$ cat src/rtl/qhp_pkg.sv
package qhp_pkg;

  // Table geometry.
  localparam int SYMBOLS         = 256;
  localparam int MAX_CODE_LENGTH = 32;
  localparam int NUM_TABLES      = 3;
  localparam int TAB_DEPTH       = NUM_TABLES * SYMBOLS;
  localparam int ADDR_W          = $clog2(TAB_DEPTH);

  // Field widths fixed by the interface.
  localparam int SAMPLE_W = 8;
  localparam int PAT_W    = 32;
  localparam int LEN_W    = 6;
  localparam int MASK_W   = PAT_W + 1;
  localparam int QUAL_W   = 4;

  // Bit accumulator: up to seven pending bits plus one full code.
  localparam int ACC_W = MAX_CODE_LENGTH + 7;
  localparam int CNT_W = $clog2(ACC_W + 1);

  // Reciprocal for the quantizer: q = (sample * RCP) >> RCP_SHIFT.
  localparam int RCP_SHIFT = 16;
  localparam int RCP_W     = RCP_SHIFT + 1;
  localparam int PROD_W    = SAMPLE_W + RCP_W;

  localparam logic [QUAL_W-1:0] QUALITY_RESET = 4'd10;

  // Command codes.
  localparam logic [1:0] CMD_LOAD   = 2'd0;
  localparam logic [1:0] CMD_ENCODE = 2'd1;
  localparam logic [1:0] CMD_FLUSH  = 2'd2;

  // Channel codes.
  localparam logic [1:0] CH_RED   = 2'd0;
  localparam logic [1:0] CH_GREEN = 2'd1;
  localparam logic [1:0] CH_BLUE  = 2'd2;

  typedef struct packed {
    logic [PAT_W-1:0] pattern;
    logic [LEN_W-1:0] length;
  } entry_t;

  // Commands from the sequencer to the bit packer.
  typedef struct packed {
    logic             append;
    logic             take;
    logic             clear;
    logic [PAT_W-1:0] pattern;
    logic [LEN_W-1:0] length;
  } pk_ctrl_t;

  // Status from the bit packer.
  typedef struct packed {
    logic [CNT_W-1:0] count;
    logic             full;
    logic [7:0]       top_byte;
    logic [7:0]       flush_byte;
  } pk_stat_t;

  // Rounded-up reciprocal of the divisor 11 - quality, with quality saturated to 1..10.
  // Exact for all 8-bit samples since sample * error stays below 2^16.
  function automatic logic [RCP_W-1:0] recip(input logic [QUAL_W-1:0] quality);
    logic [RCP_W-1:0] r;
    case (quality) inside
      4'd0, 4'd1: r = 17'd6554;
      4'd2:       r = 17'd7282;
      4'd3:       r = 17'd8192;
      4'd4:       r = 17'd9363;
      4'd5:       r = 17'd10923;
      4'd6:       r = 17'd13108;
      4'd7:       r = 17'd16384;
      4'd8:       r = 17'd21846;
      4'd9:       r = 17'd32768;
      default:    r = 17'd65536;
    endcase
    return r;
  endfunction

  function automatic logic [ADDR_W-1:0] tab_addr(input logic [1:0] ch,
                                                 input logic [SAMPLE_W-1:0] sym);
    return ADDR_W'(ADDR_W'(ch) * ADDR_W'(SYMBOLS) + ADDR_W'(sym));
  endfunction

endpackage

$ cat src/rtl/qhp_quant.sv
module qhp_quant (
  input  logic                             clk,
  input  logic [qhp_pkg::SAMPLE_W-1:0]     sample,
  input  logic [qhp_pkg::QUAL_W-1:0]       quality,
  output logic [qhp_pkg::SAMPLE_W-1:0]     q
);

  logic [qhp_pkg::PROD_W-1:0] prod;

  // Division by a small divisor as a multiply by its reciprocal.
  assign prod = qhp_pkg::PROD_W'(sample) * qhp_pkg::PROD_W'(qhp_pkg::recip(quality));

  always_ff @(posedge clk) begin
    q <= prod[qhp_pkg::RCP_SHIFT +: qhp_pkg::SAMPLE_W];
  end

endmodule

$ cat config.mk
export PLATFORM = sky130hd
export DESIGN_NAME = qhp_quant
export DESIGN_NICKNAME = d
export VERILOG_FILES = /design/src/rtl/qhp_pkg.sv /design/src/rtl/qhp_quant.sv
export SDC_FILE = /design/constraint.sdc
export NUM_CORES = 1
export LEC_CHECK = 0
export ABC_AREA = 1
export BUFFER_PORTS_ARGS = -buffer_cell sky130_fd_sc_hd__buf_2
export CORE_MARGIN = 2
export CORE_UTILIZATION = 44
export DETAILED_ROUTE_END_ITERATION = 12
export SYNTH_ARGS = -nofsm -noshare
export SYNTH_HDL_FRONTEND = slang
export SYNTH_SLANG_ARGS = --single-unit
export TNS_END_PERCENT = 5
$ cat constraint.sdc
create_clock -name clk -period 17.95 [get_ports clk]
set_input_delay 5.385 -clock clk [delete_from_list [all_inputs] [get_ports clk]]
set_output_delay 5.385 -clock clk [all_outputs]
set_load 0.01 [all_outputs]
# Word-level counts from Yosys, hierarchy flattened
# Cells that the tools add are included.
dict set report op_classes {
  muxes 9
  n_eq_ne 9
  div_mod_pow 0
  n_lt_le_gt_ge 0
  n_reduce_logical 2
  n_shift 0
  mul 1
  bitwise 0
  addsub 0
}
# operator n
set ops {}
lappend ops {{two-way mux 17 bit} 9}
lappend ops {{multiplier 8 x 17 -> 24 bit} 1}
lappend ops {{== test 4 x 3 -> 1 bit (second input constant)} 4}
lappend ops {{== test 4 x 2 -> 1 bit (second input constant)} 2}
lappend ops {{== test 4 bit (second input constant)} 2}
lappend ops {{== test 4 x 1 -> 1 bit (second input constant)} 1}
lappend ops {{zero test 4 bit} 1}
lappend ops {{OR reduction 2 bit} 1}
dict set report word_totals {
  ram_bits 0
  regBits 8
  latchBits 0
  rom_bits 0
  n_memories 0
  out_inout_bits 8
}

# Logic depth before layout (Yosys ltp)
# Gate-level depths: netlist (run 1).
dict set report logic_depth {
  depth_word 11
  mapped_depth 29
  depth_no_buf 29
}

# Least setup slack after synthesis (run 1)
# No wires, ideal clock.
dict set report synth_timing {
  path_kind {input to register}
  startpoint {input port quality[2] (netlist bit)}
  endpoint {register q[7] (netlist bit)}
  required_ns 17.838
  path_stages 23
  t_arrival_ns 9.515
  n_path_buf 0
  slack_ns 8.323
  path_cell_list {nor2_1 > inv_2 > nor2_1 > nor2_2 > o21ai_1 > nand2_1 > inv_1 > fa_1 > fa_1 > fa_1 > inv_1 > fa_1 > inv_1 > ha_1 > nand2_1 > nor2_1 > inv_1 > nor3_1 > nand2_1 > o211ai_1 > a21oi_1 > nand3_1 > nand2_1}
}
dict set report synth_between {
  elab_chain_len 11
  elab_cells_between_ends 21
}
# element line_no
set synth_rtl {}
lappend synth_rtl {{start: declaration} qhp_quant.sv:4} ;# input logic [qhp_pkg::QUAL_W-1:0] quality,
lappend synth_rtl {{== test 4 bit} qhp_quant.sv:11} ;# assign prod = qhp_pkg::PROD_W'(sample) * qhp_pkg::PROD_W'(qhp_pkg::recip(quality));
lappend synth_rtl {{two-way mux 17 bit (8 in series)} qhp_pkg.sv:64} ;# case (quality) inside
lappend synth_rtl {{two-way mux 17 bit *} qhp_pkg.sv:64}
lappend synth_rtl {{multiplier 8 x 17 -> 24 bit *} qhp_quant.sv:11}
lappend synth_rtl {{net prod, one bit} qhp_quant.sv:8} ;# logic [qhp_pkg::PROD_W-1:0] prod;
lappend synth_rtl {{end signal: assignment} qhp_quant.sv:14} ;# q <= prod[qhp_pkg::RCP_SHIFT +: qhp_pkg::SAMPLE_W];
lappend synth_rtl {{end: declaration} qhp_quant.sv:5} ;# output logic [qhp_pkg::SAMPLE_W-1:0] q
# The timed path passes the listed nets; every way through them passes the cells marked *.

# Final worst setup path (run 1)
dict set report layout_timing {
  startpoint {input port quality[3] (netlist bit)}
  endpoint {register q[7] (netlist bit)}
}
# The elaborated chain is that of the path after synthesis.

==> reports/metrics.yaml, run 1 <==
run_status:
  status: "completed"
finish:
  fin_area_mm2: 0.004715
  top_regs: "q (8)"
  fillers: 1030
  area.growth.synth_to_final_pct: 6.261
  utilization: 0.4823
  fin_cells: 757
  regMostFlops: "q"
  drive_above_1_share: 0.06250
  largest_register_ffs: 8
  diodes: 0
  layout.nets: 767
sta:
  period_needed_ns: 10.22
  fmax_ghz: 0.09787
  rsz0062_at_grt: "no"
  setup_viol: 0
  slew_headroom: 0.5010
  report.final.slew_viol_count: 0
  fin_crit_sh: 0.5692
  tns_ns: 0
  fin_ws_ns: 7.732
  worst_slew_pin_slew_ns: 0.7485
  hold_viol: 0
  whs_ns: 5.845
placed_design:
  port_buffers: 20
  place_area_mm2: 0.004673
  post-place-cells: 754
  globalplace.congestion: 0.9189
  place_ws_ns: 7.596
  dpl.hpwl_mm: 9.935
drt:
  finalWirelength_mm: 11.56
  via_per_inst: 5.074
  drtIter0Drc: 186
  wire_per_inst_um: 15.27
  firstDrtPassIters: 5
  via_count: 3841
  ant_nets: 0
  remaining_drc_errors: 0
grt:
  grt_overflow: 0
  grt_usage: 0.2261
  grt_start_max_net_pins: 14
  grt_pass1_vias: 4207
  grt_pass1_wl_mm: 19.81
  antenna_found_initial: 0
synthesis:
  ys_warn_count: 0
  synth_top_cell_by_area: "fa_1"
  ys_seq_area_frac: 0.03610
  netlist_top_cells_area: "fa_1, inv_1, ha_1, nor2_1, nand2_1"
  synth_seq_cells: 8
  yosysTopAreaCellShare: 0.3971
  syn_avg_cell_area_um2: 7.285
  syn_inst: 609
  synth.net_count: 750
  syn_area_mm2: 0.004437
  synthDistinctLibCells: 31
worst_setup_path:
  end_kind: "register"
  path_max_fanout: 8
  worst_setup_path_start_kind: "primary input"
  cp_slowest_cell: "fa_1"
  path_cells: "buf_2, nor2_1, inv_2, nor2_1, nor2_2, o21ai_1, nand2_1, inv_1, fa_1, fa_1, fa_1, inv_1, fa_1, inv_1, ha_1, nand2_1, nor2_1, inv_1, nor4_1, nand2_1, o211ai_1, a21oi_1, nand3_1, nand2_1"
  arrival_ns: 10.34
  path_delay_family: "adder cells"
  path_class: "primary input to register"
  critPathMaxStageDelay_ns: 0.55
  cp.buffers_inverters: 6
  cp_data_required_time_ns: 18.07
power_and_ir_drop:
  power_density_mw_per_mm2: 56.59
  total_power_mw: 0.2668
  total_leakage_power_nw: 2.793
  vdd.ir_drop.worst_v: 0.00003615
clocking:
  cts_max_level: 1
  numCtsBuffers: 3
  post_cts_buffers: 0
  cts.sinks: 8
  max-clock-path-buffers: 2
  cts_tree: "yes"
  hold_buffers: 0
  clock-root-buffer: "clkbuf_8"
  clkTransAtPathRegs_ns: 0.04
  cts_resized: 0
die:
  chipWidth_um: 104.4
  ioPinCount: 21
  dieHeight_um: 104.4
  dieArea_mm2: 0.01090
  design.core.area_mm2: 0.009774
  fp-row-count: 36
  start_util: 0.4539
run:
  cap_violations: 0
worst_hold_path:
  hp-class: "primary input to register"
worst paths after layout:
kind | start | to | cells after the start
hold / removal | sample[1] | q[5] | 6
setup / recovery | quality[3] | q[7] | 24
cell families (layout without fill, tap and decap cells):
family / Yosys count / count (layout) / synth area share
DFF: 8 / 8 / 0.03610
and+or+nand+nor: 255 / 255 / 0.2383
AOI/OAI and AO/OA: 50 / 50 / 0.06345
adders and majority gates: 128 / 128 / 0.5099
buffers and inverters: 159 / 174 / 0.1345
xor gates and xnor gates: 9 / 9 / 0.01777
layer usage:
layer / vias to the layer above / GRT usage / share of wire
li1: 1827 / - / -
met1: 1894 / 0.2941 / 0.43
met2: 104 / 0.4071 / 0.50
met3: 16 / 0.02193 / 0.050
met4: 0 / 0.04826 / 0.019
met5: - / 0 / 0
cell type report:
cell class / count / area (um2) / share of cell area
Multi-Input combinational cell: 442 / 3680 / 0.7805
Inverter: 151 / 566.8 / 0.1202
Tap cell: 133 / 166.4 / 0.03530
Sequential cell: 8 / 160.2 / 0.03397
Timing Repair Buffer: 20 / 100.1 / 0.02123
Clock buffer: 3 / 41.29 / 0.008758
synthesized netlist by cell type, drive strengths merged:
cell	number
or2	1
nand3	10
a21oi	23
buf	1
o21ai	15
o21a	2
nor2	127
nand4	5
clkinv	3
o211ai	3
xor2	7
nand2	107
nor4	1
xnor2	2
nor3	4
clkbuf	7
o21bai	3
inv	148
a21o	2
fa	88
ha	40
a31oi	2
dfxtp	8
where the power goes:
group | leakage (nW) | internal [mW] | total (mW) | switching [mW]
clock network | 0.0216 | 0.0145 | 0.0213 | 0.00675
registers | 0.0671 | 0.0251 | 0.0265 | 0.00134
logic | 2.70 | 0.0779 | 0.219 | 0.141
placed cells by master (no fill, tap or decap), types with 4 or more instances in the layout:
master   count
a21oi_1     23
nand2_1    102
inv_2        4
nor3_1       4
ha_1        40
nor2_1     123
dfxtp_1      8
o21ai_1      5
fa_1        88
o21ai_0      9
buf_2       20
inv_1      144
xor2_1       7
nand3_1     10
(Power assumes the default switching activity.)
==> run 2: changes to the inputs <==
==> constraint.sdc (replaced) <==
create_clock -name clk -period 10 [get_ports clk]
set_input_delay 3 -clock clk [delete_from_list [all_inputs] [get_ports clk]]
set_output_delay 3 -clock clk [all_outputs]
set_load 0.01 [all_outputs]
==> reports/metrics.yaml, run 2 (same netlist as run 1, synthesis figures left out) <==
die:
  ioPinCount: 21  # unchanged
  fp-row-count: 36  # unchanged
  dieHeight_um: 104.4  # unchanged
  chipWidth_um: 104.4  # unchanged
  dieArea_mm2: 0.01090  # unchanged
  design.core.area_mm2: 0.009774  # unchanged
  start_util: 0.4539  # unchanged
sta:
  fin_crit_sh: 0.7821
  period_needed_ns: 7.821
  report.final.slew_viol_count: 0  # unchanged
  fin_ws_ns: 2.179  # -5.554 ns
  rsz0062_at_grt: "no"
  whs_ns: 3.465  # -2.380 ns
  worst_slew_pin_slew_ns: 0.7319  # -0.01663 ns
  tns_ns: 0  # unchanged
  setup_viol: 0  # unchanged
  hold_viol: 0  # unchanged
  fmax_ghz: 0.1279
  slew_headroom: 0.5088  # +0.007815
power_and_ir_drop:
  total_leakage_power_nw: 2.793  # unchanged
  total_power_mw: 0.4753  # +78%
  power_density_mw_per_mm2: 100.8  # +78%
  vdd.ir_drop.worst_v: 0.00006471  # +79%
drt:
  via_per_inst: 5.054  # -0.39%
  remaining_drc_errors: 0  # unchanged
  finalWirelength_mm: 11.26  # -2.6%
  drtIter0Drc: 168  # -9.7%
  wire_per_inst_um: 14.87  # -2.6%
  firstDrtPassIters: 4  # -1
  via_count: 3826  # -0.39%
  ant_nets: 0  # unchanged
worst_setup_path:
  cp.buffers_inverters: 6  # unchanged
  path_class: "primary input to register"
  path_delay_family: "adder cells"
  cp_data_required_time_ns: 10.12  # -7.95 ns
  path_cells: "buf_2, nor2_1, inv_2, nor2_1, nor2_2, o21ai_1, nand2_1, inv_1, fa_1, fa_1, fa_1, inv_1, fa_1, inv_1, ha_1, nand2_1, nor2_1, inv_1, nor4_1, nand2_1, o211ai_1, a21oi_1, nand3_1, nand2_1"
  critPathMaxStageDelay_ns: 0.55  # about the same
  arrival_ns: 7.94  # -2.40 ns
  worst_setup_path_start_kind: "primary input"
  end_kind: "register"
  cp_slowest_cell: "fa_1"
  path_max_fanout: 8  # unchanged
grt:
  antenna_found_initial: 0  # unchanged
  grt_pass1_wl_mm: 19.48  # -1.7%
  grt_pass1_vias: 4173  # -0.81%
  grt_usage: 0.2220  # -0.004040
  grt_start_max_net_pins: 14  # unchanged
  grt_overflow: 0  # unchanged
worst_hold_path:
  hold_depth: 6  # unchanged
  whs_endpoint: "q[5]"
  hp-class: "primary input to register"
  worstHoldStart: "sample[1]"
placed_design:
  post-place-cells: 754  # unchanged
  port_buffers: 20  # unchanged
  place_ws_ns: 1.994  # -5.602 ns
  globalplace.congestion: 0.9229  # +0.44%
  place_area_mm2: 0.004673  # unchanged
  dpl.hpwl_mm: 9.691  # -2.5%
finish:
  fin_cells: 757  # unchanged
  area.growth.synth_to_final_pct: 6.261  # unchanged
  final_common_cell: "inv_1"
  final_cell_mix: "inv_1, nor2_1, nand2_1, fa_1, ha_1"
  top_regs: "q (8)"
  fin_area_mm2: 0.004715  # unchanged
  fillers: 1017  # -1.3%
  largest_register_ffs: 8  # unchanged
  drive_above_1_share: 0.06250  # unchanged
  regMostFlops: "q"
  diodes: 0  # unchanged
  layout.nets: 767  # unchanged
  utilization: 0.4823  # unchanged
clocking:
  max-clock-path-buffers: 2  # unchanged
  clkTransAtPathRegs_ns: 0.04  # about the same
  cts_resized: 0  # unchanged
  cts_max_level: 1  # unchanged
  hold_buffers: 0  # unchanged
  numCtsBuffers: 3  # unchanged
  cts_tree: "yes"
  post_cts_buffers: 0  # unchanged
  clock-root-buffer: "clkbuf_8"
  cts.sinks: 8  # unchanged
run_status:
  status: "completed"
run:
  cap_violations: 0  # unchanged
[run 2: cell counts in the layout (fill, tap and decap cells not counted)]
No cell type changed its count.
[run 2: where the power goes]
group	total, mW	switching [mW]	internal [mW]
clock	0.0376	0.0116	0.0260
sequential	0.0475	0.00242	0.0451
combinational	0.390	0.252	0.139
total	0.475	0.266	0.210
[run 2: layout make-up]
class | count | area [um2] | share of cell area
inverter | 151 | 566.8 | 0.1202
sequential | 8 | 160.2 | 0.03397
timing repair buffer | 20 | 100.1 | 0.02123
tap | 133 | 166.4 | 0.03530
clock buffer | 3 | 41.29 | 0.008758
multi-input combinational | 442 | 3680 | 0.7805
[run 2: routing by layer]
layer  GRT usage  vias to the layer above  routed length (um)
li1            -                     1828                   -
met1      0.2948                     1893                4975
met2      0.3968                       89                5609
met3     0.02005                       16                 484
met4     0.04151                        0                 186
met5           0                        -                   0
[run 2: worst max-delay path by stage]
stage                     from    to  depth (start not counted)
floorplan           quality[2]  q[7]                         23
global placement    quality[3]  q[7]                         24
detailed placement  quality[3]  q[7]                         24
CTS                 quality[3]  q[7]                         24
global route        quality[3]  q[7]                         24
finish              quality[3]  q[7]                         24
==> run 3: changes to the inputs <==
==> constraint.sdc (replaced) <==
create_clock -name clk -period 7 [get_ports clk]
set_input_delay 2.1 -clock clk [delete_from_list [all_inputs] [get_ports clk]]
set_output_delay 2.1 -clock clk [all_outputs]
set_load 0.01 [all_outputs]
==> reports/metrics.yaml, run 3 (same netlist as run 1, synthesis figures left out) <==
clocking:
  clock-root-buffer: "clkbuf_8"
  numCtsBuffers: 3  # unchanged
  cts_tree: "yes"
  cts_max_level: 1  # unchanged
  clkTransAtPathRegs_ns: 0.04  # about the same
  cts.sinks: 8  # unchanged
  post_cts_buffers: 0  # unchanged
  max-clock-path-buffers: 2  # unchanged
sta:
  slew_headroom: 0.6440  # +0.1352
  period_needed_ns: 6.621
  worst_slew_pin_slew_ns: 0.5320  # -0.1999 ns
  fmax_ghz: 0.1510
  report.final.slew_viol_count: 0  # unchanged
  fin_crit_sh: 0.9458
  fin_ws_ns: 0.3795  # -1.799 ns
  rsz0062_at_grt: "no"
  hold_viol: 0  # unchanged
  tns_ns: 0  # unchanged
  setup_viol: 0  # unchanged
power_and_ir_drop:
  clock_power_share: 0.079  # about the same
  internal_power_mw: 0.3047  # +45%
  power_density_mw_per_mm2: 144.5  # +43%
  vdd.ir_drop.worst_v: 0.0001094  # +69%
  p_sw_frac: 0.5602  # +0.001360
  p_seq_frac: 0.099  # about the same
  power_frac_comb: 0.822  # about the same
  p_switching_mw: 0.3881  # +46%
  total_leakage_power_nw: 2.832  # +1.4%
die:
  dieHeight_um: 104.4  # unchanged
  dieArea_mm2: 0.01090  # unchanged
  fp-row-count: 36  # unchanged
  start_util: 0.4539  # unchanged
  ioPinCount: 21  # unchanged
  design.core.area_mm2: 0.009774  # unchanged
  chipWidth_um: 104.4  # unchanged
finish:
  final_cell_mix: "inv_1, nor2_1, nand2_1, fa_1, ha_1"
  drive_above_1_share: 0.07911  # +0.01661
  layout.nets: 775  # +1.0%
  fin_area_mm2: 0.004793  # +1.7%
  regMostFlops: "q"
  largest_register_ffs: 8  # unchanged
  area.growth.synth_to_final_pct: 8.037
  top_regs: "q (8)"
  final_common_cell: "inv_1"
  utilization: 0.4904  # +0.008064
  diodes: 0  # unchanged
  fillers: 1004  # -1.3%
worst_setup_path:
  arrival_ns: 6.74  # -1.20 ns
  cp.buffers_inverters: 7  # +1
  cp_slowest_cell: "fa_1"
  worst_setup_path_start_kind: "primary input"
  critPathMaxStageDelay_ns: 0.49  # -0.06 ns
  path_class: "primary input to register"
  path_delay_family: "adder cells"
  cp_data_required_time_ns: 7.12  # -3.00 ns
  end_kind: "register"
  path_max_fanout: 8  # unchanged
grt:
  grt_pass1_wl_mm: 20.09  # +3.1%
  grt_usage: 0.2310  # +0.008997
  grt_overflow: 0  # unchanged
  antenna_found_initial: 0  # unchanged
  grt_pass1_vias: 4109  # -1.5%
  grt_start_max_net_pins: 14  # unchanged
drt:
  via_count: 3830  # +0.10%
  remaining_drc_errors: 0  # unchanged
  wire_per_inst_um: 14.98  # +0.73%
  ant_nets: 0  # unchanged
  firstDrtPassIters: 7  # +3
  via_per_inst: 5.007  # -0.94%
  drtIter0Drc: 159  # -5.4%
  finalWirelength_mm: 11.46  # +1.8%
placed_design:
  globalplace.congestion: 0.9356  # +1.4%
  dpl.hpwl_mm: 9.912  # +2.3%
  place_area_mm2: 0.004733  # +1.3%
  place_ws_ns: 0.1304  # -1.864 ns
  port_buffers: 20  # unchanged
worst_hold_path:
  hp-class: "primary input to register"
run_status:
  status: "completed"
run:
  cap_violations: 0  # unchanged
[run 3: cell type report]
cell class	count	area, um2	area share
Multi-Input combinational cell	442	3699	0.7716
Tap cell	133	166.4	0.03472
Timing Repair Buffer	28	160.2	0.03341
Clock buffer	3	41.29	0.008614
Sequential cell	8	160.2	0.03341
Inverter	151	566.8	0.1182
[run 3: worst min-delay path: stages]
cell     delay, ns
buf_2         0.14
nand4_2       0.14
o21ai_1       0.10
nand3_1       0.08
nand2_1       0.06
xor2_1        0.12
[run 3: path summary, 6_finish.rpt]
path,depth (start not counted),slack [ns],end,startpoint
max,25,0.38,q[7],quality[3]
min,6,2.57,q[6],sample[1]
[run 3: per-layer routing]
layer / part of all wire / wire, um / GRT usage
met1: 0.46 / 5266 / 0.3208
met2: 0.48 / 5531 / 0.3987
met3: 0.038 / 431 / 0.01253
met4: 0.020 / 228 / 0.05116
met5: 0 / 0 / 0
[run 3: repair_timing]
action                                  in CTS  in global routing
endpoints found under the setup margin       0                  2
hold buffers                                 0                  0
gates resized for setup                      0                  4
[run 3: power groups by stage]
| stage | Clock (mW) | Combinational (mW) | Sequential, mW |
|---|---|---|---|
| after floorplan | 0 | 0.394 | 0.0794 |
| after global placement | 0 | 0.563 | 0.0680 |
| after detailed placement | 0 | 0.566 | 0.0690 |
| after CTS | 0.0571 | 0.570 | 0.0682 |
| after global routing | 0.0584 | 0.660 | 0.0695 |
| final | 0.0550 | 0.570 | 0.0683 |
[run 3: through the flow]
stage / hold WS [ns] / power [mW] / cells
finish: 2.567 / 0.6928 / 765
floorplan: 2.404 / 0.4735 / 609
global route: 2.615 / 0.7876 / 765
CTS: 2.545 / 0.6954 / 765
detailed placement: 2.494 / 0.6348 / 762
global placement: 2.494 / 0.6307 / 762
