### config.mk
export PLATFORM = sky130hd
export DESIGN_NAME = qhp_packer
export DESIGN_NICKNAME = d
export VERILOG_FILES = /design/src/rtl/qhp_pkg.sv /design/src/rtl/qhp_packer.sv
export SDC_FILE = /design/constraint.sdc
export NUM_CORES = 1
export LEC_CHECK = 0
export CAP_MARGIN = 20
export CORE_ASPECT_RATIO = 2
export CORE_MARGIN = 5
export CORE_UTILIZATION = 35
export CTS_CLUSTER_DIAMETER = 150
export DETAILED_ROUTE_END_ITERATION = 6
export DONT_BUFFER_PORTS = 1
export GPL_ROUTABILITY_DRIVEN = 0
export PLACE_DENSITY = 0.59
export SETUP_SLACK_MARGIN = 0.05
export SLEW_MARGIN = 20
export SYNTH_ARGS = -nofsm -noshare
export SYNTH_HDL_FRONTEND = slang
export SYNTH_SLANG_ARGS = --single-unit
### constraint.sdc
create_clock -name clk -period 3.3 [get_ports clk]
set_input_delay 0.33 -clock clk [delete_from_list [all_inputs] [get_ports clk]]
set_output_delay 0.33 -clock clk [all_outputs]
set_load 0.02 [all_outputs]
### src/rtl/qhp_pkg.sv
package qhp_pkg;

  // Table geometry.
  localparam int SYMBOLS         = 256;
  localparam int MAX_CODE_LENGTH = 32;
  localparam int NUM_TABLES      = 3;
  localparam int TAB_DEPTH       = NUM_TABLES * SYMBOLS;
  localparam int ADDR_W          = $clog2(TAB_DEPTH);

  // Field widths fixed by the interface.
  localparam int SAMPLE_W = 8;
  localparam int PAT_W    = 32;
  localparam int LEN_W    = 6;
  localparam int MASK_W   = PAT_W + 1;
  localparam int QUAL_W   = 4;

  // Bit accumulator: up to seven pending bits plus one full code.
  localparam int ACC_W = MAX_CODE_LENGTH + 7;
  localparam int CNT_W = $clog2(ACC_W + 1);

  // Reciprocal for the quantizer: q = (sample * RCP) >> RCP_SHIFT.
  localparam int RCP_SHIFT = 16;
  localparam int RCP_W     = RCP_SHIFT + 1;
  localparam int PROD_W    = SAMPLE_W + RCP_W;

  localparam logic [QUAL_W-1:0] QUALITY_RESET = 4'd10;

  // Command codes.
  localparam logic [1:0] CMD_LOAD   = 2'd0;
  localparam logic [1:0] CMD_ENCODE = 2'd1;
  localparam logic [1:0] CMD_FLUSH  = 2'd2;

  // Channel codes.
  localparam logic [1:0] CH_RED   = 2'd0;
  localparam logic [1:0] CH_GREEN = 2'd1;
  localparam logic [1:0] CH_BLUE  = 2'd2;

  typedef struct packed {
    logic [PAT_W-1:0] pattern;
    logic [LEN_W-1:0] length;
  } entry_t;

  // Commands from the sequencer to the bit packer.
  typedef struct packed {
    logic             append;
    logic             take;
    logic             clear;
    logic [PAT_W-1:0] pattern;
    logic [LEN_W-1:0] length;
  } pk_ctrl_t;

  // Status from the bit packer.
  typedef struct packed {
    logic [CNT_W-1:0] count;
    logic             full;
    logic [7:0]       top_byte;
    logic [7:0]       flush_byte;
  } pk_stat_t;

  // Rounded-up reciprocal of the divisor 11 - quality, with quality saturated to 1..10.
  // Exact for all 8-bit samples since sample * error stays below 2^16.
  function automatic logic [RCP_W-1:0] recip(input logic [QUAL_W-1:0] quality);
    logic [RCP_W-1:0] r;
    case (quality) inside
      4'd0, 4'd1: r = 17'd6554;
      4'd2:       r = 17'd7282;
      4'd3:       r = 17'd8192;
      4'd4:       r = 17'd9363;
      4'd5:       r = 17'd10923;
      4'd6:       r = 17'd13108;
      4'd7:       r = 17'd16384;
      4'd8:       r = 17'd21846;
      4'd9:       r = 17'd32768;
      default:    r = 17'd65536;
    endcase
    return r;
  endfunction

  function automatic logic [ADDR_W-1:0] tab_addr(input logic [1:0] ch,
                                                 input logic [SAMPLE_W-1:0] sym);
    return ADDR_W'(ADDR_W'(ch) * ADDR_W'(SYMBOLS) + ADDR_W'(sym));
  endfunction

endpackage

### src/rtl/qhp_packer.sv
module qhp_packer (
  input  logic              clk,
  input  logic              rst,
  input  qhp_pkg::pk_ctrl_t ctrl,
  output qhp_pkg::pk_stat_t stat
);

  logic [qhp_pkg::ACC_W-1:0] acc;
  logic [qhp_pkg::CNT_W-1:0] count;
  logic [qhp_pkg::CNT_W-1:0] top_shift;
  logic [qhp_pkg::ACC_W-1:0] top_word;
  logic [3:0]                pad_shift;

  // Only the low count bits of acc are meaningful; bits above are stale.
  always_ff @(posedge clk) begin
    if (rst) begin
      acc   <= '0;
      count <= '0;
    end else if (ctrl.clear) begin
      count <= '0;
    end else if (ctrl.append) begin
      acc   <= (acc << ctrl.length) | qhp_pkg::ACC_W'(ctrl.pattern);
      count <= count + qhp_pkg::CNT_W'(ctrl.length);
    end else if (ctrl.take) begin
      count <= count - qhp_pkg::CNT_W'(8);
    end
  end

  assign top_shift = count - qhp_pkg::CNT_W'(8);
  assign top_word  = acc >> top_shift;
  assign pad_shift = 4'd8 - {1'b0, count[2:0]};

  assign stat.count      = count;
  assign stat.full       = (count >= qhp_pkg::CNT_W'(8));
  assign stat.top_byte   = top_word[7:0];
  assign stat.flush_byte = 8'(acc[7:0] << pad_shift);

endmodule

* Word-level counts from Yosys, hierarchy flattened *
Index checks and enable logic that the tools add are counted.

word-level totals
  bits in writable memories = 0
  bits in latches = 0
  memories = 0
  bits of input ports = 43
  bits in read-only memories = 0
  output and inout port bits = 23
  flip-flop bits (word level) = 45

operators by class
  $mul = 0
  $lt $le $gt $ge = 1
  equality and inequality tests = 0
  $add $sub $neg = 3
  div/mod/pow operators = 0
  reduce and logical (&&, ||, !) cells = 3
  multiplexer cells = 2
  bitwise logic cells = 2
  shift operators = 3

operators with widths
  cell                                                                    count
  39-bit by 32-bit bitwise OR with 39-bit output                          1
  39-bit by 6-bit left shift with 39-bit output                           1
  39-bit by 6-bit right shift with 8-bit output                           1
  6-bit 2-to-1 mux                                                        2
  8-bit by 4-bit left shift with 8-bit output                             1
  6-bit adder                                                             1
  6-bit by 4-bit >= comparator with 1-bit output (second input constant)  1
  6-bit by 4-bit subtractor with 6-bit output (second input constant)     1
  4-bit by 3-bit subtractor with 4-bit output (first input constant)      1
  2-bit AND reduction                                                     1
  2-bit nonzero test                                                      1
  2-bit OR reduction                                                      1
  1-bit inverter                                                          1

* Depth between registers and ports, before layout *
Gate-level depths: netlist (run 1).

  word-level depth = 3
  depth in mapped cells = 12
  gate-level depth less buffers = 7

* Worst setup path before layout (run 1) *
Ideal clock, no wire load.

  path type = register -> output
  from = register count[1] (netlist name)
  to = output port stat[7] (netlist name)
  required time = 2.970 ns
  path buffers = 5
  slack = -0.095 ns
  data arrival time = 3.065 ns
  cell stages (with the launch flop) = 13
  cells stage by stage = dfxtp_1 -> buf_4 -> buf_4 -> buf_2 -> buf_4 -> inv_1 -> ha_1 -> clkbuf_1 -> mux2_2 -> mux2i_1 -> nor2_1 -> a21oi_1 -> o31ai_1

RTL lines
  item                    RTL line          source
  start, declared         qhp_packer.sv:9   logic [qhp_pkg::CNT_W-1:0] count;
  start signal, assigned  qhp_packer.sv:23  count <= count + qhp_pkg::CNT_W'(ctrl.length);
  start signal, assigned  qhp_packer.sv:25  count <= count - qhp_pkg::CNT_W'(8);
  end, declared           qhp_packer.sv:5   output qhp_pkg::pk_stat_t stat

==> results of run 1 <==
## path summary, 6_finish.rpt
path | startpoint | end | slack (ns)
worst min-delay path | rst | acc[24]$_SDFFE_PP0P_ | 0.10
worst max register to register | acc[4]$_SDFFE_PP0P_ | acc[26]$_SDFFE_PP0P_ | 1.06
worst min register to register | acc[34]$_SDFFE_PP0P_ | acc[34]$_SDFFE_PP0P_ | 0.60
worst max-delay path | count[1]$_SDFFE_PP0P_ | stat[6] | 0.26
## worst max-delay path: stages, from the launching register on
cell,delay [ns]
dfxtp_2,0.57
inv_1,0.13
ha_1,0.62
mux2i_1,0.15
o22ai_1,0.25
nor2_1,0.06
a2111oi_0,0.39
a21o_1,0.23
## sequential cells by signal (all words and copies together), names as in the netlist
register and count:
acc 39, count 6
## cell families after synthesis
kind of cell / after synthesis / share of synthesized area [%]
mux: 157 / 39.6
simple gates: 192 / 14.6
compound gates: 168 / 20.8
buf+inv: 84 / 6.71
flops: 45 / 15.3
xor+xnor: 7 / 1.04
fa+ha+maj: 8 / 1.83
## power groups by stage
stage | Clock [mW] | Combinational (mW) | Sequential, mW
CTS | 0.553 | 0.682 | 0.656
global route | 0.577 | 0.743 | 0.663
detailed placement | 0 | 0.678 | 0.669
floorplan | 0 | 0.569 | 0.629
global placement | 0 | 0.671 | 0.668
finish | 0.552 | 0.691 | 0.658
## cell type report
| class | count | area (um^2) | area share, % |
|---|---|---|---|
| inverters | 15 | 56.3 | 0.901 |
| clock buffers | 6 | 139 | 2.22 |
| repair buffers | 35 | 288 | 4.61 |
| flip-flops and latches | 45 | 903 | 14.5 |
| multi-input cells | 532 | 4580 | 73.4 |
| diodes | 1 | 2.50 | 0.0401 |
| well taps | 207 | 259 | 4.15 |
| clock inverters | 2 | 16.3 | 0.260 |
## per-layer routing
layer | GRT usage (%) | up-vias
met3 | 3.38 | 44
li1 | - | 2529
met4 | 8.14 | 0
met5 | 0 | -
met2 | 35.6 | 358
met1 | 27.0 | 2771
## through the flow
| step | total power, mW | util (%) | cells |
|---|---|---|---|
| 2_1_floorplan | 1.20 | - | 661 |
| 3_3_place_gp | 1.34 | 36.7 | 834 |
| 3_5_place_dp | 1.35 | 36.7 | 834 |
| 4_1_cts | 1.89 | 37.6 | 842 |
| 5_1_grt | 1.98 | 37.6 | 843 |
| 6_report | 1.90 | 37.6 | 843 |
## cell usage after synthesis, types with 4 or more instances
library cell,n,area share (%)
a211o_1,5,0.75
a31oi_1,13,1.4
a311oi_1,13,1.9
mux2i_1,61,10
inv_1,13,0.83
o21ai_0,20,1.7
o211ai_1,12,1.5
a21oi_1,18,1.5
buf_2,14,1.2
xnor2_1,4,0.60
mux4_1,4,1.8
nor3_1,20,1.7
nand2b_1,4,0.43
mux2_2,41,7.9
nand3_1,15,1.3
clkbuf_1,44,2.8
ha_1,7,1.5
dfxtp_1,45,15
or2_2,4,0.43
a211oi_1,34,4.3
a2111oi_0,5,0.75
or3_1,6,0.64
nor2_1,68,4.3
o22ai_1,6,0.64
nand2_1,56,3.6
nor2b_1,5,0.53
mux4_2,51,20
==> metrics.csv, run 1 <==
stage,metric,value,unit
run_status,status,finished clean,
routing,ant_nets,0,
placed_design,port_buffers,0,
sta,tightest_slew,0.897,ns
sta,skew,0.00922,ns
cells_and_area,syn2layout_area_growth,6.42,%
placed_design,post-place-ws,0.588,ns
power,swShare,36.9,%
clock_network,htreeDepth,2,
logic_synthesis,seq_area_frac_synth,15.3,%
die,die_area,0.0196,mm^2
sta,fmax,329,MHz
sta,slew_headroom,40.2,%
power,power.density,304,mW/mm^2
routing,drc,0,
die,ios,66,
sta,hold_slack,0.103,ns
routing,dr_wl_met3,1980,um
power,p_seq_share,34.6,%
routing,vias,5702,
routing,routed_wl,21000,um
die,core,0.0166,mm^2
sta,finalHoldViolCount,0,
clock_network,cts_resized,0,
clock_network,clockBufferDepth,2,
logic_synthesis,ys_ff_latch,45,
logic_synthesis,synth.yosys.warnings,0,
die,start_util,35.4,%
worst_setup_path,worstSetupPathType,reg2out,
logic_synthesis,syn_area_per_cell,8.88,um^2
logic_synthesis,synth-edff-count,0,
worst_setup_path,end_kind,output port,
sta,period_needed,3.04,ns
sta,setup_viol,0,
clock_network,cts_tree,built,
job,cap_violations,0,
die,die_w,102,um
routing,firstDrtPassIters,5,
hold_path,min_path_cells,1,
global_routing,grt_pass1_vias,5583,
logic_synthesis,syn-num-nets,712,
clock_network,cts_root_buf,clkbuf_16,
sta,setup_slack,0.258,ns
worst_setup_path,r2r_cells,5,
routing,top_layer_used,met4,
clock_network,cts_made_buffers,5,
logic_synthesis,synthesis.area,0.00587,mm^2
cells_and_area,fillers,1727,
hold_path,min_path_type,in2reg,
worst_setup_path,critPathMaxFanout,13,
logic_synthesis,synth_cell_types,71,
sta,tns,0,ns
cells_and_area,final_cell_mix,"nor2_1, mux2i_1, nand2_1",
cells_and_area,drive_above_1_share,23.8,%
routing,drt_iter0_drc,587,
worst_setup_path,startpoint_type,flip-flop,
die,die_y,193,um
routing,vias_per_cell,6.76,
sta,slew_violations,0,
global_routing,antenna_found_initial,1,
global_routing,grt.total_usage,21.2,%
power,p_leak,2.18,nW
placed_design,dp_hpwl,15500,um
power,switchingPower,0.701,mW
clock_network,cts.sinks,45,
power,clkPwrFrac,29.0,%
routing,dr_wl_met2,10400,um
worst_setup_path,crit_arrival,2.71,ns
logic_synthesis,synthCells,661,
cells_and_area,nets,685,
global_routing,grt_max_degree,46,
routing,wl_per_cell,24.9,um
clock_network,post_cts_buffers,0,
logic_synthesis,synthArstFlopShare,0,%
sta,rsz0062_at_grt,false,
placed_design,dpl_cell_area,0.00609,mm^2
routing,wl_met1,7900,um
logic_synthesis,synthFlopType,dfxtp_1,
cells_and_area,stdcell_area,0.00625,mm^2
clock_network,hold_buffers,0,
power,intPower,1.20,mW
die,rows,67,
clock_network,clock_latency,0.30,ns
cells_and_area,final_common_cell,nor2_1,
global_routing,grt_pass1_wl,32400,um
power,combPwrFrac,36.4,%
global_routing,overflow,0,
worst_setup_path,crit_required,2.97,ns
sta,min_period_over_period,92.2,%
clock_network,clkSlewWorstSetupHoldPaths,0.07,ns
power,ir_worst_vdd,0.201,mV
(Power assumes the default switching activity.)
==> inputs of run 2 (changes only) <==
- BUFFER_PORTS_ARGS: default -> -buffer_cell sky130_fd_sc_hd__buf_2
- DONT_BUFFER_PORTS: 1 -> default
- PLACE_DENSITY: 0.59 -> 0.62
- clock period: 3.3 -> 3.6 ns (I/O delays scaled with it)
==> run 2 against run 1 <==
Compared with the run above:
- register-to-register slack gained 0.35 ns
- final area grew 2.7%
- power shrank 5.1%
- largest power group unchanged
- sequential power shrank 8.1%
- highest routed layer unchanged
- via count grew 2.4%
- core utilization grew 1.0 points
- sequential share of layout area shrank 0.38 points
- setup slack gained 0.33 ns
- worst hold slack gained 0.18 ns
- non-clock buffer count grew 48
- combinational power is essentially flat
==> metrics.csv, run 2 (synthesis gave the netlist of run 1 again) <==
stage,metric,value,unit
sta,rsz0062_at_grt,false,
sta,min_period_over_period,83.7,%
cells_and_area,largest_register_ffs,39,
placed_design,port_buffers,65,
sta,hold_slack,0.282,ns
worst_setup_path,critPathMaxFanout,13,
cells_and_area,largest-register,acc,
worst_setup_path,r2r-end,count[5]$_SDFFE_PP0N_,
power,ir_worst_vdd,0.169,mV
power,power.density,281,mW/mm^2
cells_and_area,nets,733,
die,core,0.0166,mm^2
die,die_w,102,um
sta,slew_violations,0,
clock_network,post_cts_buffers,0,
cells_and_area,final_cell_mix,"nor2_1, buf_2, mux2i_1",
sta,period_needed,3.01,ns
worst_setup_path,r2r_cells,7,
worst_setup_path,crit_required,3.24,ns
routing,vias_per_cell,6.56,
cells_and_area,seqCellArea,903,um^2
clock_network,clockBufferDepth,2,
cells_and_area,final_common_cell,nor2_1,
cells_and_area,reg_top3,"acc: 39 flops, count: 6 flops",
routing,drc,0,
power,p_leak,2.37,nW
cells_and_area,fillers,1712,
job,cap_violations,0,
clock_network,clock_latency,0.30,ns
routing,top_layer_used,met4,
cells_and_area,multi_input_area,0.00458,mm^2
routing,dr_wl_met3,1900,um
global_routing,grt_pass1_wl,31700,um
cells_and_area,syn2layout_area_growth,9.25,%
worst_setup_path,r2r-start,count[1]$_SDFFE_PP0P_,
die,die_y,193,um
clock_network,clkSlewWorstSetupHoldPaths,0.07,ns
hold_path,min_path_cells,2,
worst_setup_path,rrSetupSlack,1.41,ns
global_routing,grt.total_usage,20.7,%
routing,wl_per_cell,22.8,um
routing,vias,5840,
global_routing,antenna_found_initial,1,
worst_setup_path,worstSetupPathType,reg2out,
clock_network,cts_tree,built,
hold_path,min_to,acc[14]$_SDFFE_PP0P_,
run_status,status,finished clean,
routing,firstDrtPassIters,5,
global_routing,grt_pass1_vias,5614,
sta,tns,0,ns
die,start_util,35.4,%
routing,drt_iter0_drc,612,
routing,dr_wl_met2,9770,um
routing,ant_nets,0,
die,rows,67,
routing,routed_wl,20300,um
sta,skew,0.00854,ns
global_routing,overflow,0,
sta,setup_viol,0,
sta,tightest_slew,1.08,ns
worst_setup_path,startpoint_type,flip-flop,
sta,fmax,332,MHz
clock_network,htreeDepth,2,
hold_path,min_path_type,in2reg,
clock_network,hold_buffers,0,
cells_and_area,antennaDiodeCount,0,
clock_network,cts_made_buffers,5,
placed_design,dp_hpwl,15200,um
die,ios,66,
die,die_area,0.0196,mm^2
routing,wl_met1,7710,um
clock_network,cts.sinks,45,
global_routing,grt_max_degree,44,
sta,finalHoldViolCount,0,
clock_network,cts_root_buf,clkbuf_16,
clock_network,cts_resized,0,
cells_and_area,drive_above_1_share,29.0,%
sta,slew_headroom,27.9,%
worst_setup_path,end_kind,output port,
hold_path,holdCritStartpoint,ctrl[20],
worst_setup_path,crit_arrival,2.65,ns
## run 2: worst max path at each step
| stage | startpoint | to | slack (ns) | cells past startpoint |
|---|---|---|---|---|
| 6_report | count[3]$_SDFFE_PP0N_ | stat[13] | 0.59 | 7 |
| 4_1_cts | count[1]$_SDFFE_PP0P_ | stat[6] | 0.58 | 8 |
| 3_5_place_dp | ctrl[0] | acc[32]$_SDFFE_PP0P_ | 0.81 | 7 |
| 2_1_floorplan | count[1]$_SDFFE_PP0P_ | stat[7] | 0.17 | 12 |
| 5_1_grt | count[1]$_SDFFE_PP0P_ | stat[6] | 0.33 | 8 |
| 3_3_place_gp | ctrl[0] | acc[16]$_SDFFE_PP0P_ | 0.82 | 7 |
## run 2: worst max-delay path, stage by stage, from the launching register on
cell,delay [ns]
dfxtp_1,0.33
inv_1,0.20
ha_1,0.65
nand2_1,0.21
nor3_1,0.40
nand2_1,0.10
a21oi_1,0.25
buf_2,0.22
## run 2: where the power goes
group | leakage [nW] | switching (mW) | internal (mW)
sequential | 0.371 | 0.0753 | 0.530
clock | 0.0775 | 0.229 | 0.281
combinational | 1.92 | 0.390 | 0.299
## run 2: per-stage QoR
step | cell area (um^2) | power, mW | utilization (%) | setup slack, ns | instances
global route | 6410 | 1.89 | 38.6 | 0.326 | 890
floorplan | 5870 | 1.10 | - | 0.175 | 661
finish | 6410 | 1.80 | 38.6 | 0.586 | 890
CTS | 6410 | 1.80 | 38.6 | 0.581 | 890
global placement | 6260 | 1.29 | 37.7 | 0.824 | 882
detailed placement | 6260 | 1.29 | 37.7 | 0.814 | 882
## run 2: layout make-up
| class | count | area share [%] |
|---|---|---|
| inverters | 15 | 0.878 |
| flip-flops and latches | 45 | 14.1 |
| clock buffers | 6 | 2.17 |
| well taps | 207 | 4.04 |
| clock inverters | 2 | 0.273 |
| multi-input cells | 532 | 71.4 |
| repair buffers | 83 | 7.18 |
## run 2: routing by layer
metal / track usage (%) / up-vias
met5: 0 / -
met2: 33.3 / 333
met3: 4.00 / 64
met1: 26.7 / 2812
li1: - / 2631
met4: 9.47 / 0
==> inputs of run 3 (changes only) <==
- PLACE_DENSITY: 0.62 -> 0.64
- clock period: 3.6 -> 2.7 ns (I/O delays scaled with it)
==> run 3 against run 2 <==
Compared with the run above:
- critical endpoint is now stat[11]
- global-route usage is 1.1 points higher
- largest cell class unchanged
- sequential cell count unchanged
- via count rose by 3.5%
- clock skew hardly changed
- register-to-register slack lost 0.82 ns
- setup slack got worse by 0.49 ns
- die area unchanged
- clock power up 49%
==> metrics.csv, run 3 (synthesis gave the netlist of run 1 again) <==
stage,metric,value,unit
global_routing,grt.total_usage,21.9,%
placed_design,dpl.cell_count,904,
routing,firstDrtPassIters,5,
sta,slew_headroom,49.3,%
cells_and_area,reg_top3,"acc: 39 flops, count: 6 flops",
power,ir_worst_vdd,0.212,mV
sta,min_period_over_period,96.4,%
die,core,0.0166,mm^2
sta,skew,0.00854,ns
placed_design,port_buffers,65,
clock_network,cts_made_buffers,5,
clock_network,cts_root_buf,clkbuf_16,
routing,vias,6047,
cells_and_area,largest-register,acc,
routing,ant_nets,0,
cells_and_area,syn2layout_area_growth,16.2,%
sta,slew_violations,0,
placed_design,dp_hpwl,16000,um
worst_setup_path,critPathMaxFanout,7,
worst_setup_path,worstPathCellList,buf_12 > mux2_2 > mux4_2 > mux2_4 > nor2_2 > o41ai_2 > buf_4,
cells_and_area,fin_cells,923,
global_routing,grt_pass1_wl,33500,um
clock_network,clockBufferDepth,2,
clock_network,cts_tree,built,
worst_setup_path,worstSetupPathType,reg2out,
cells_and_area,stdcell_area,0.00682,mm^2
die,die_w,102,um
global_routing,grt_pass1_vias,5927,
routing,drt_iter0_drc,620,
global_routing,overflow,0,
cells_and_area,fillers,1677,
clock_network,clkSlewWorstSetupHoldPaths,0.07,ns
die,ios,66,
cells_and_area,nets,766,
cells_and_area,drive_above_1_share,34.2,%
sta,hold_slack,0.185,ns
routing,vias_per_cell,6.55,
power,p_leak,2.59,nW
cells_and_area,largest_register_ffs,39,
sta,finalHoldViolCount,0,
routing,routed_wl,21400,um
cells_and_area,final_common_cell,nor2_1,
global_routing,antenna_found_initial,0,
job,cap_violations,0,
sta,tns,0,ns
sta,rsz0062_at_grt,true,
clock_network,cts.sinks,45,
power,power.density,376,mW/mm^2
worst_setup_path,crit_required,2.43,ns
hold_path,min_path_type,in2reg,
placed_design,dpl_cell_area,0.00647,mm^2
routing,wl_per_cell,23.1,um
clock_network,clock_latency,0.30,ns
sta,period_needed,2.60,ns
worst_setup_path,slowest_delay,0.48,ns
worst_setup_path,crit_path_top_delay_cell,mux4_2,
sta,setup_viol,0,
sta,fmax,384,MHz
worst_setup_path,end_kind,output port,
die,die_y,193,um
clock_network,htreeDepth,2,
cells_and_area,final_cell_mix,"nor2_1, buf_2, mux2i_1",
worst_setup_path,startpoint_type,flip-flop,
die,rows,67,
routing,drc,0,
worst_setup_path,crit_arrival,2.33,ns
global_routing,grt_max_degree,29,
sta,tightest_slew,0.757,ns
die,die_area,0.0196,mm^2
die,start_util,35.4,%
run_status,status,finished clean,
cells_and_area,antennaDiodeCount,0,
## run 3: area by class of cell
cell class	instances	area (um^2)	area share [%]
multi-input cells	532	4650	68.2
repair buffers	116	769	11.3
flip-flops and latches	45	908	13.3
well taps	207	259	3.80
inverters	15	57.6	0.843
clock inverters	2	36.3	0.532
clock buffers	6	139	2.04
## run 3: power breakdown
group	total [mW]	switching, mW	internal (mW)
logic	1.01	0.552	0.454
clock network	0.760	0.297	0.464
registers	0.802	0.0972	0.705
## run 3: metal layers
metal	share of wire (%)	global-route usage, %	wire (um)
met1	37	27.5	7940
met5	0	0	0
met3	9.6	4.21	2050
met2	48	35.8	10300
met4	4.9	9.83	1050
## run 3: per-stage QoR
step | total power, mW | utilization [%] | setup WS [ns]
final | 2.57 | 41.1 | 0.0961
after global placement | 1.76 | 39.0 | 0.186
after CTS | 2.53 | 40.3 | 0.0729
after detailed placement | 1.77 | 39.0 | 0.163
after floorplan | 1.48 | - | 0.0722
after global routing | 2.68 | 41.1 | 0.0141
## run 3: what timing repair did
action	4_1_cts	5_1_grt
hold buffers	0	0
setup endpoints to repair	10	8
cloned	0	1
pin swaps	0	2
resized for setup	5	15
setup buffers	2	8
## run 3: final timing paths
kind,from,to,slack (ns),depth (start not counted)
max,count[1]$_SDFFE_PP0P_,stat[11],0.1,7
min,ctrl[24],acc[18]$_SDFFE_PP0P_,0.19,2
max reg2reg,acc[3]$_SDFFE_PP0P_,acc[26]$_SDFFE_PP0P_,0.59,5
min reg2reg,count[2]$_SDFFE_PP0P_,count[2]$_SDFFE_PP0P_,0.58,2
## run 3: critical path: cells and delay by family, from the launching register on
kind | cells | cell delay (ns)
multiplexers | 3 | 1.13
buffers and inverters | 2 | 0.32
AND/OR/NAND/NOR | 1 | 0.09
flip-flops | 1 | 0.39
AO/OA/AOI/OAI | 1 | 0.10
